$ cat config.mk
export PLATFORM = sky130hd
export DESIGN_NAME = scaled_presentation_clock_top
export DESIGN_NICKNAME = d
export VERILOG_FILES = /design/src/rtl/spc_pkg.sv /design/src/rtl/scaled_presentation_clock_top.sv /design/src/rtl/spc_state.sv /design/src/rtl/spc_result.sv
export VERILOG_INCLUDE_DIRS = /design/src /design/src/rtl
export SDC_FILE = /design/constraint.sdc
export NUM_CORES = 1
export LEC_CHECK = 0
export ABC_AREA = 1
export BUFFER_PORTS_ARGS = -buffer_cell sky130_fd_sc_hd__buf_2
export CELL_PAD_IN_SITES_DETAIL_PLACEMENT = 0
export CELL_PAD_IN_SITES_GLOBAL_PLACEMENT = 1
export CORE_MARGIN = 3
export CORE_UTILIZATION = 35
export CTS_BUF_LIST = sky130_fd_sc_hd__clkbuf_8
export DETAILED_ROUTE_END_ITERATION = 8
export PLACE_DENSITY = 0.67
export SYNTH_ARGS = -nofsm -noshare
export SYNTH_HDL_FRONTEND = slang
export SYNTH_SLANG_ARGS = --single-unit
$ cat constraint.sdc
create_clock -name i_clk -period 7.7 [get_ports i_clk]
set_clock_uncertainty 0.1 [all_clocks]
set_input_delay 0.385 -clock i_clk [delete_from_list [all_inputs] [get_ports i_clk]]
set_output_delay 0.385 -clock i_clk [all_outputs]
set_load 0.01 [all_outputs]
$ cat src/rtl/scaled_presentation_clock_top_assert.svh
// Assertion macros for the presentation clock.
// Each macro takes a label, the clock, the active-low reset and two expressions.
`ifndef SCALED_PRESENTATION_CLOCK_TOP_ASSERT_SVH
`define SCALED_PRESENTATION_CLOCK_TOP_ASSERT_SVH
`ifndef SYNTH
// same-cycle implication
`define SPC_ASSERT_IMP(lbl, clk, rst_n, ante, cons) \
    lbl: assert property (@(posedge clk) disable iff (!rst_n) (ante) |-> (cons)) \
        else $error("spc: implication failed");
// next-cycle implication
`define SPC_ASSERT_NXT(lbl, clk, rst_n, ante, cons) \
    lbl: assert property (@(posedge clk) disable iff (!rst_n) (ante) |=> (cons)) \
        else $error("spc: next-cycle check failed");
`else
`define SPC_ASSERT_IMP(lbl, clk, rst_n, ante, cons)
`define SPC_ASSERT_NXT(lbl, clk, rst_n, ante, cons)
`endif
`endif

$ cat src/rtl/spc_pkg.sv
package spc_pkg;

    // default sizing
    localparam int DEF_TIME_BITS       = 48;
    localparam int DEF_ELAPSED_BITS    = 40;
    localparam int DEF_SPEED_FRAC_BITS = 8;

    // fixed field widths
    localparam int PTS_BITS   = 48;
    localparam int SPEED_BITS = 16;
    localparam int OUT_BITS   = 48;
    localparam int DELAY_BITS = 49;

    // scaled elapsed time is capped at 2^62
    localparam int CAP_SHIFT = 62;
    localparam int Q_BITS    = CAP_SHIFT + 1;

    typedef logic [2:0] t_kind;

    localparam t_kind K_TICK   = 3'd0;
    localparam t_kind K_SEEK   = 3'd1;
    localparam t_kind K_SPEED  = 3'd2;
    localparam t_kind K_PAUSE  = 3'd3;
    localparam t_kind K_RESUME = 3'd4;
    localparam t_kind K_RESET  = 3'd5;
    localparam t_kind K_QUERY  = 3'd6;

    // per-request flags carried from the state stage to the result stage
    typedef struct packed {
        logic paused;
        logic query;
    } t_flags;

endpackage

$ cat src/rtl/scaled_presentation_clock_top.sv
// Scaled presentation clock.
// Request channel: i_in_valid / o_in_ready with i_kind, i_pts_value and
// i_speed_value. Kinds: tick (one ms passes), seek, set speed, pause, resume,
// reset and frame-delay query.
// Result channel: o_out_valid / i_out_ready with o_current_time (clock time
// after the request) and o_frame_delay (pts minus that time, zero unless query).
// Every request gives exactly one result, in order.
// Throughput: one request per cycle while i_out_ready is high. Pipeline is
// input register, state stage, result register; a request passes each in
// turn. The per-cycle state update (tick accumulation of elapsed * speed,
// or folding the scaled elapsed time into the base) sets the clock rate.
// Reset (i_rst_n low, synchronous): base 0, elapsed 0, speed 1.0, running;
// all stages empty.
// When the receiver stalls, each stage holds its request while free stages
// upstream keep filling, so up to three requests are taken before
// o_in_ready drops.
`include "scaled_presentation_clock_top_assert.svh"

module scaled_presentation_clock_top
    import spc_pkg::*;
#(
    parameter int TIME_BITS       = DEF_TIME_BITS,
    parameter int ELAPSED_BITS    = DEF_ELAPSED_BITS,
    parameter int SPEED_FRAC_BITS = DEF_SPEED_FRAC_BITS
) (
    input  logic                         i_clk,
    input  logic                         i_rst_n,
    input  logic                         i_in_valid,
    output logic                         o_in_ready,
    input  logic [2:0]                   i_kind,
    input  logic signed [PTS_BITS-1:0]   i_pts_value,
    input  logic [SPEED_BITS-1:0]        i_speed_value,
    output logic                         o_out_valid,
    input  logic                         i_out_ready,
    output logic signed [OUT_BITS-1:0]   o_current_time,
    output logic signed [DELAY_BITS-1:0] o_frame_delay
);

    // input register
    logic                       r_in_valid;
    t_kind                      r_kind;
    logic signed [PTS_BITS-1:0] r_pts;
    logic [SPEED_BITS-1:0]      r_speed;

    // state stage to result stage
    logic                        s1_ready;
    logic                        s1_valid;
    logic                        s2_ready;
    logic signed [TIME_BITS-1:0] s1_base;
    logic [Q_BITS-1:0]           s1_q;
    t_flags                      s1_flags;
    logic signed [PTS_BITS-1:0]  s1_pts;

    assign o_in_ready = !r_in_valid || s1_ready;

    always_ff @(posedge i_clk) begin
        if (!i_rst_n) begin
            r_in_valid <= 1'b0;
        end else if (o_in_ready) begin
            r_in_valid <= i_in_valid;
        end
    end

    always_ff @(posedge i_clk) begin
        if (i_in_valid && o_in_ready) begin
            r_kind  <= i_kind;
            r_pts   <= i_pts_value;
            r_speed <= i_speed_value;
        end
    end

    spc_state #(
        .TIME_BITS       (TIME_BITS),
        .ELAPSED_BITS    (ELAPSED_BITS),
        .SPEED_FRAC_BITS (SPEED_FRAC_BITS)
    ) u_state (
        .i_clk   (i_clk),
        .i_rst_n (i_rst_n),
        .i_valid (r_in_valid),
        .o_ready (s1_ready),
        .i_kind  (r_kind),
        .i_pts   (r_pts),
        .i_speed (r_speed),
        .o_valid (s1_valid),
        .i_ready (s2_ready),
        .o_base  (s1_base),
        .o_q     (s1_q),
        .o_flags (s1_flags),
        .o_pts   (s1_pts)
    );

    spc_result #(
        .TIME_BITS (TIME_BITS)
    ) u_result (
        .i_clk          (i_clk),
        .i_rst_n        (i_rst_n),
        .i_valid        (s1_valid),
        .o_ready        (s2_ready),
        .i_base         (s1_base),
        .i_q            (s1_q),
        .i_flags        (s1_flags),
        .i_pts          (s1_pts),
        .o_valid        (o_out_valid),
        .i_ready        (i_out_ready),
        .o_current_time (o_current_time),
        .o_frame_delay  (o_frame_delay)
    );

    // reset request leaves a clean snapshot
    `SPC_ASSERT_NXT(a_reset_clears, i_clk, i_rst_n,
        r_in_valid && s1_ready && (r_kind == K_RESET),
        (s1_base == '0) && (s1_q == '0) && !s1_flags.paused)
    // seek restarts the elapsed count
    `SPC_ASSERT_NXT(a_seek_zero_q, i_clk, i_rst_n,
        r_in_valid && s1_ready && (r_kind == K_SEEK), s1_q == '0)
    // pause always ends paused
    `SPC_ASSERT_NXT(a_pause_sets, i_clk, i_rst_n,
        r_in_valid && s1_ready && (r_kind == K_PAUSE), s1_flags.paused)
    // an empty state stage never blocks the input
    `SPC_ASSERT_IMP(a_empty_ready, i_clk, i_rst_n, !s1_valid, o_in_ready)

endmodule

$ cat src/rtl/spc_state.sv
module spc_state
    import spc_pkg::*;
#(
    parameter int TIME_BITS       = DEF_TIME_BITS,
    parameter int ELAPSED_BITS    = DEF_ELAPSED_BITS,
    parameter int SPEED_FRAC_BITS = DEF_SPEED_FRAC_BITS
) (
    input  logic                        i_clk,
    input  logic                        i_rst_n,
    input  logic                        i_valid,
    output logic                        o_ready,
    input  t_kind                       i_kind,
    input  logic signed [PTS_BITS-1:0]  i_pts,
    input  logic [SPEED_BITS-1:0]       i_speed,
    output logic                        o_valid,
    input  logic                        i_ready,
    output logic signed [TIME_BITS-1:0] o_base,
    output logic [Q_BITS-1:0]           o_q,
    output t_flags                      o_flags,
    output logic signed [PTS_BITS-1:0]  o_pts
);

    localparam int ACC_BITS = ELAPSED_BITS + SPEED_BITS;
    localparam int XW       = (ACC_BITS > Q_BITS) ? ACC_BITS : Q_BITS;
    localparam int SW       = ((TIME_BITS > Q_BITS) ? TIME_BITS : Q_BITS) + 2;
    localparam logic [XW-1:0]        CAP  = XW'(1) << CAP_SHIFT;
    localparam logic signed [SW-1:0] TMAX = (SW'(1) << (TIME_BITS - 1)) - SW'(1);
    localparam logic signed [SW-1:0] TMIN = -TMAX - SW'(1);
    localparam logic [SPEED_BITS-1:0] RATE_ONE = SPEED_BITS'(32'd1 << SPEED_FRAC_BITS);

    // clock state; r_acc holds elapsed * rate while running, r_q its capped scaled form
    logic signed [TIME_BITS-1:0] r_base, n_base;
    logic [ELAPSED_BITS-1:0]     r_elapsed, n_elapsed;
    logic [ACC_BITS-1:0]         r_acc, n_acc;
    logic [Q_BITS-1:0]           r_q, n_q;
    logic [SPEED_BITS-1:0]       r_rate, n_rate;
    logic                        r_paused, n_paused;

    // snapshot handed to the result stage
    logic                        r_valid;
    logic signed [TIME_BITS-1:0] r_s_base;
    logic [Q_BITS-1:0]           r_s_q;
    t_flags                      r_s_flags;
    logic signed [PTS_BITS-1:0]  r_s_pts;

    logic                        fire;
    logic signed [SW-1:0]        base_w, q_w, run_w, fold_w, pts_w, seek_w;
    logic [XW-1:0]               q_ext;

    assign o_ready = !r_valid || i_ready;
    assign fire    = i_valid && o_ready;

    // running time of the current state, saturated high; seek target clamped to the clock range
    always_comb begin
        base_w = SW'(r_base);
        q_w    = SW'(r_q);
        run_w  = base_w + q_w;
        fold_w = (run_w > TMAX) ? TMAX : run_w;
        pts_w  = SW'(i_pts);
        if (pts_w > TMAX) begin
            seek_w = TMAX;
        end else if (pts_w < TMIN) begin
            seek_w = TMIN;
        end else begin
            seek_w = pts_w;
        end
    end

    // next state per request kind
    always_comb begin
        n_base    = r_base;
        n_elapsed = r_elapsed;
        n_acc     = r_acc;
        n_rate    = r_rate;
        n_paused  = r_paused;
        unique case (i_kind)
            K_TICK: begin
                if (r_elapsed != '1) begin
                    n_elapsed = r_elapsed + ELAPSED_BITS'(1);
                    if (!r_paused) begin
                        n_acc = r_acc + ACC_BITS'(r_rate);
                    end
                end
            end
            K_SEEK: begin
                n_base    = TIME_BITS'(seek_w);
                n_elapsed = '0;
                n_acc     = '0;
            end
            K_SPEED: begin
                if (!r_paused) begin
                    n_base    = TIME_BITS'(fold_w);
                    n_elapsed = '0;
                    n_acc     = '0;
                end
                n_rate = i_speed;
            end
            K_PAUSE: begin
                if (!r_paused) begin
                    n_base    = TIME_BITS'(fold_w);
                    n_elapsed = '0;
                    n_acc     = '0;
                    n_paused  = 1'b1;
                end
            end
            K_RESUME: begin
                if (r_paused) begin
                    n_elapsed = '0;
                    n_acc     = '0;
                    n_paused  = 1'b0;
                end
            end
            K_RESET: begin
                n_base    = '0;
                n_elapsed = '0;
                n_acc     = '0;
                n_rate    = RATE_ONE;
                n_paused  = 1'b0;
            end
            default: begin
            end
        endcase
        // scale down and cap
        q_ext = XW'(n_acc >> SPEED_FRAC_BITS);
        n_q   = (q_ext > CAP) ? Q_BITS'(CAP) : Q_BITS'(q_ext);
    end

    // state registers
    always_ff @(posedge i_clk) begin
        if (!i_rst_n) begin
            r_base    <= '0;
            r_elapsed <= '0;
            r_acc     <= '0;
            r_q       <= '0;
            r_rate    <= RATE_ONE;
            r_paused  <= 1'b0;
        end else if (fire) begin
            r_base    <= n_base;
            r_elapsed <= n_elapsed;
            r_acc     <= n_acc;
            r_q       <= n_q;
            r_rate    <= n_rate;
            r_paused  <= n_paused;
        end
    end

    // snapshot stage valid
    always_ff @(posedge i_clk) begin
        if (!i_rst_n) begin
            r_valid <= 1'b0;
        end else if (o_ready) begin
            r_valid <= i_valid;
        end
    end

    // snapshot payload
    always_ff @(posedge i_clk) begin
        if (fire) begin
            r_s_base         <= n_base;
            r_s_q            <= n_q;
            r_s_flags.paused <= n_paused;
            r_s_flags.query  <= (i_kind == K_QUERY);
            r_s_pts          <= i_pts;
        end
    end

    assign o_valid = r_valid;
    assign o_base  = r_s_base;
    assign o_q     = r_s_q;
    assign o_flags = r_s_flags;
    assign o_pts   = r_s_pts;

endmodule

$ cat src/rtl/spc_result.sv
module spc_result
    import spc_pkg::*;
#(
    parameter int TIME_BITS = DEF_TIME_BITS
) (
    input  logic                        i_clk,
    input  logic                        i_rst_n,
    input  logic                        i_valid,
    output logic                        o_ready,
    input  logic signed [TIME_BITS-1:0] i_base,
    input  logic [Q_BITS-1:0]           i_q,
    input  t_flags                      i_flags,
    input  logic signed [PTS_BITS-1:0]  i_pts,
    output logic                        o_valid,
    input  logic                        i_ready,
    output logic signed [OUT_BITS-1:0]  o_current_time,
    output logic signed [DELAY_BITS-1:0] o_frame_delay
);

    localparam int SW = ((TIME_BITS > Q_BITS) ? TIME_BITS : Q_BITS) + 2;
    localparam logic signed [SW-1:0] TMAX = (SW'(1) << (TIME_BITS - 1)) - SW'(1);
    localparam logic signed [SW-1:0] TMIN = -TMAX - SW'(1);
    localparam logic signed [SW-1:0] OMAX = (SW'(1) << (OUT_BITS - 1)) - SW'(1);
    localparam logic signed [SW-1:0] OMIN = -OMAX - SW'(1);
    // tightest of the clock range and the output range
    localparam logic signed [SW-1:0] HI = (TIME_BITS > OUT_BITS) ? OMAX : TMAX;
    localparam logic signed [SW-1:0] LO = (TIME_BITS > OUT_BITS) ? OMIN : TMIN;

    logic                         r_valid;
    logic signed [OUT_BITS-1:0]   r_cur;
    logic signed [DELAY_BITS-1:0] r_delay;

    logic signed [SW-1:0] base_w, q_w, pts_w, v_w, d_w, cur_w, delay_w;

    assign o_ready = !r_valid || i_ready;

    // time and delay in parallel; clamping picks the matching delay, zeroed unless query
    always_comb begin
        base_w = SW'(i_base);
        q_w    = i_flags.paused ? '0 : SW'(i_q);
        pts_w  = SW'(i_pts);
        v_w    = base_w + q_w;
        d_w    = pts_w - base_w - q_w;
        if (v_w > HI) begin
            cur_w   = HI;
            delay_w = pts_w - HI;
        end else if (v_w < LO) begin
            cur_w   = LO;
            delay_w = pts_w - LO;
        end else begin
            cur_w   = v_w;
            delay_w = d_w;
        end
        if (!i_flags.query) begin
            delay_w = '0;
        end
    end

    // result register valid
    always_ff @(posedge i_clk) begin
        if (!i_rst_n) begin
            r_valid <= 1'b0;
        end else if (o_ready) begin
            r_valid <= i_valid;
        end
    end

    // result payload
    always_ff @(posedge i_clk) begin
        if (i_valid && o_ready) begin
            r_cur   <= OUT_BITS'(cur_w);
            r_delay <= DELAY_BITS'(delay_w);
        end
    end

    assign o_valid        = r_valid;
    assign o_current_time = r_cur;
    assign o_frame_delay  = r_delay;

endmodule
==> flow_summary.toml <==
[finish]
fill_cells = 10939
drive_above_1_share = 0.0706
nets = 5658
synthToLayoutAreaGrowth_pct = 13.4
multi_input_area_um2 = 20300
final_cells = 6768
design_area_um2 = 40900
final_core_util = 0.401
regArea_um2 = 12600

[global_route]
grt_overflow = 0
grt_pass1_wl_um = 215000
grt_usage = 0.266
antenna_found_initial = 5
grt_max_degree = 95
grt_pass1_vias = 33713

[clocking]
post_cts_buffers = 0
cts.sinks = 474
post_cts_resize_count = 0
cts_tree = "yes"
clock_path_buffers = 3
clockRootBuffer = "clkbuf_8"
cts_hold_repair.buffers = 71
path_clk_slew_ns = 0.07
clkLatencyLatePin_ns = 0.74
numCtsBuffers = 88
ctsHtreeMaxLevel = 3

[sta]
min_period_ns = 5.75
rsz0062_at_grt = "no"
final.setup.tns_ns = 0
finalMaxSlewViolations = 0
fin_crit_sh = 0.747
finalWorstSetupSlack_ns = 1.95
tightest_slew_ns = 1.06
setup_violations = 0
max_freq_ghz = 0.174
finalHoldViolCount = 0
slew_headroom = 0.286
hold_slack_ns = 0.262

[pwr]
swShare = 0.359
p_leak_nw = 18.0
total_power_mw = 7.63
p_int_mw = 4.89
p_sw_mw = 2.74
peakVddDrop_mv = 0.112
seqPwrFrac = 0.395
p_per_area_nw_per_um2 = 186
clkPwrFrac = 0.339
pwr-share-comb = 0.266

[worst_setup_path]
r2r-start = "u_state.o_flags[1]"
critPathMaxFanout = 72
r2r_cells = 19
critPathKind = "reg2reg"
cp-end-kind = "register"
crit_end = "u_result.o_current_time[11]"
cp-start-kind = "register"
cp-startpoint = "u_state.o_flags[1]"
r2r_slack_ns = 1.95
cp.arrival_ns = 6.05
worstPathRequired_ns = 8.00
r2r-end = "u_result.o_current_time[11]"

[synthesis]
synth_ff_type = "edfxtp_1"
syn_area_per_cell_um2 = 7.09
synth-async-reset-ratio = 0
synth_edf_count = 310
synth_nets = 5426
synthCells = 5091
synthTopCellsByArea = "edfxtp_1 (26%), nand2_1 (14%), dfxtp_1 (9.1%), ha_1 (7.4%), inv_1 (7.2%)"
syn_area_um2 = 36100
ys_seq_area_frac = 0.349
ys_ff_latch = 474
yosys_warnings = 0
yosysTopAreaCell = "edfxtp_1"
synth_cell_types = 54
synth_top_area_share = 0.258

[floorplan]
die_w_um = 327
num_rows = 117
pin_count = 170
fp.coreArea_um2 = 102000
die-area_um2 = 107000
start_util = 0.354
die_h_um = 327

[place]
post-dp-hpwl_um = 117000
place_congestion = 0.981
placed_cells = 6530
place_ws_ns = 1.96
numPortBuffers = 169
place_area_um2 = 38400

[run]
cap_violations = 0

[routing]
drtPass1Iterations = 6
drt-total-wl_um = 146000
avgRoutedWirePerCell_um = 21.5
num_vias = 34792
vias_per_cell = 5.14
drtAntennaViolNets = 0
route.detailed.drc = 0
drt-initial-drc-count = 2722

[status]
status = "finished, final reports clean"

[worst_hold_path]
hp-class = "in2reg"
flip-flops by register name (all words and copies together) (netlist names):
| signal | cells |
|---|---|
| r_in_valid | 1 |
| u_state.o_q | 48 |
| u_state.r_paused | 1 |
| r_speed | 16 |
| r_kind | 3 |
| u_state.r_elapsed | 40 |
| u_state.r_base | 48 |
| u_state.r_rate | 16 |
| u_result.o_valid | 1 |
| u_result.o_current_time | 48 |
| u_result.o_frame_delay | 49 |
| u_state.r_acc | 55 |
| u_state.r_q | 1 |
| u_state.o_valid | 1 |
| u_state.o_pts | 48 |
| u_state.o_flags | 2 |
| u_state.o_base | 48 |
| r_pts | 48 |
final cells by class:
class / count / share of cell area
timing repair buffer: 268 / 0.0435
clock buffer: 99 / 0.0333
clock inverter: 65 / 0.0120
sequential: 474 / 0.308
inverter: 704 / 0.0648
antenna: 3 / 0.000183
multi-input combinational: 3787 / 0.497
tap: 1368 / 0.0418
layout by cell type, fill, tap and decap left out, types with 163 or more instances in the layout:
| cell type | count |
|---|---|
| nand3_1 | 290 |
| nor2_1 | 538 |
| o21ai_0 | 298 |
| dfxtp_1 | 163 |
| ha_1 | 213 |
| inv_1 | 727 |
| nand2_1 | 1337 |
| buf_2 | 169 |
| a21oi_1 | 441 |
| edfxtp_1 | 310 |
worst max-delay path, cell delays in order (launching register included):
cell,delay (ns)
edfxtp_1,0.38
inv_1,0.68
nand2_1,0.22
inv_1,0.16
ha_1,0.20
fa_1,0.40
nand3_1,0.12
nand2_1,0.17
nand2_1,0.07
nand2_1,0.14
nand3_1,0.09
nand2_1,0.27
nand2_1,0.13
nand4_2,0.39
inv_2,0.07
a21oi_1,0.14
nand2_1,0.30
nand2_2,0.49
buf_4,0.59
o21ai_0,0.21
layer usage:
metal | global-route usage | wire (um) | share of wire | vias to the layer above
met5 | 0 | 0 | 0 | -
met3 | 0.0287 | 7160 | 0.049 | 230
met2 | 0.434 | 65800 | 0.45 | 965
met1 | 0.366 | 67000 | 0.46 | 16403
li1 | - | - | - | 17194
met4 | 0.0953 | 5670 | 0.039 | 0
cells in the mapped netlist, types with 2 or more instances:
| master | instances |
|---|---|
| fa_1 | 51 |
| o21ai_0 | 298 |
| xnor2_1 | 76 |
| buf_1 | 10 |
| a211oi_1 | 2 |
| nor2_2 | 10 |
| a22oi_1 | 2 |
| clkbuf_1 | 87 |
| dfxtp_1 | 164 |
| nor3_2 | 4 |
| o21bai_1 | 34 |
| nand2_1 | 1339 |
| nand2_2 | 10 |
| nand3b_1 | 6 |
| and3_1 | 6 |
| a31oi_1 | 19 |
| o21a_1 | 11 |
| edfxtp_1 | 310 |
| nor3b_1 | 4 |
| o2111ai_1 | 2 |
| and2_1 | 5 |
| nor2_1 | 539 |
| or2_2 | 8 |
| nand3_1 | 290 |
| o211ai_1 | 16 |
| buf_2 | 13 |
| buf_4 | 11 |
| a21o_1 | 20 |
| inv_2 | 11 |
| a21oi_2 | 8 |
| nor3_1 | 89 |
| a21oi_1 | 442 |
| nor4_1 | 27 |
| xor2_1 | 111 |
| buf_6 | 2 |
| o21ai_1 | 7 |
| a21boi_0 | 8 |
| ha_1 | 213 |
| nand3_2 | 2 |
| inv_1 | 693 |
| nand4_1 | 118 |
kinds of logic after synthesis:
group,after synthesis,share of synthesized area
buffers and inverters,830,0.0891
flip-flops,474,0.349
XOR/XNOR,187,0.0454
adder cells (fa/ha/maj),264,0.102
AND/OR/NAND/NOR,2460,0.284
AO/OA/AOI/OAI,876,0.130
how the worst min path moves through the flow:
| stage | startpoint | depth (start not counted) | slack [ns] | to |
|---|---|---|---|---|
| after floorplan | r_pts[47] | 0 | 0.33 | u_state.o_pts[47] |
| after global placement | r_pts[40] | 0 | 0.34 | u_state.o_pts[40] |
| after detailed placement | r_pts[2] | 0 | 0.34 | u_state.o_pts[2] |
| after CTS | i_pts_value[16] | 2 | 0.17 | r_pts[16] |
| after global routing | i_pts_value[30] | 2 | 0.22 | r_pts[30] |
| final | i_pts_value[16] | 2 | 0.26 | r_pts[16] |
power groups by stage:
| stage | Clock (mW) | Sequential, mW | Combinational [mW] |
|---|---|---|---|
| 3_3_place_gp | 0 | 3.06 | 1.99 |
| 6_report | 2.59 | 3.01 | 2.03 |
| 4_1_cts | 2.67 | 3.01 | 2.01 |
| 5_1_grt | 2.78 | 3.02 | 2.23 |
| 3_5_place_dp | 0 | 3.06 | 1.97 |
| 2_1_floorplan | 0 | 3.00 | 1.30 |
Note: power is estimated with default switching activity, not from simulation.
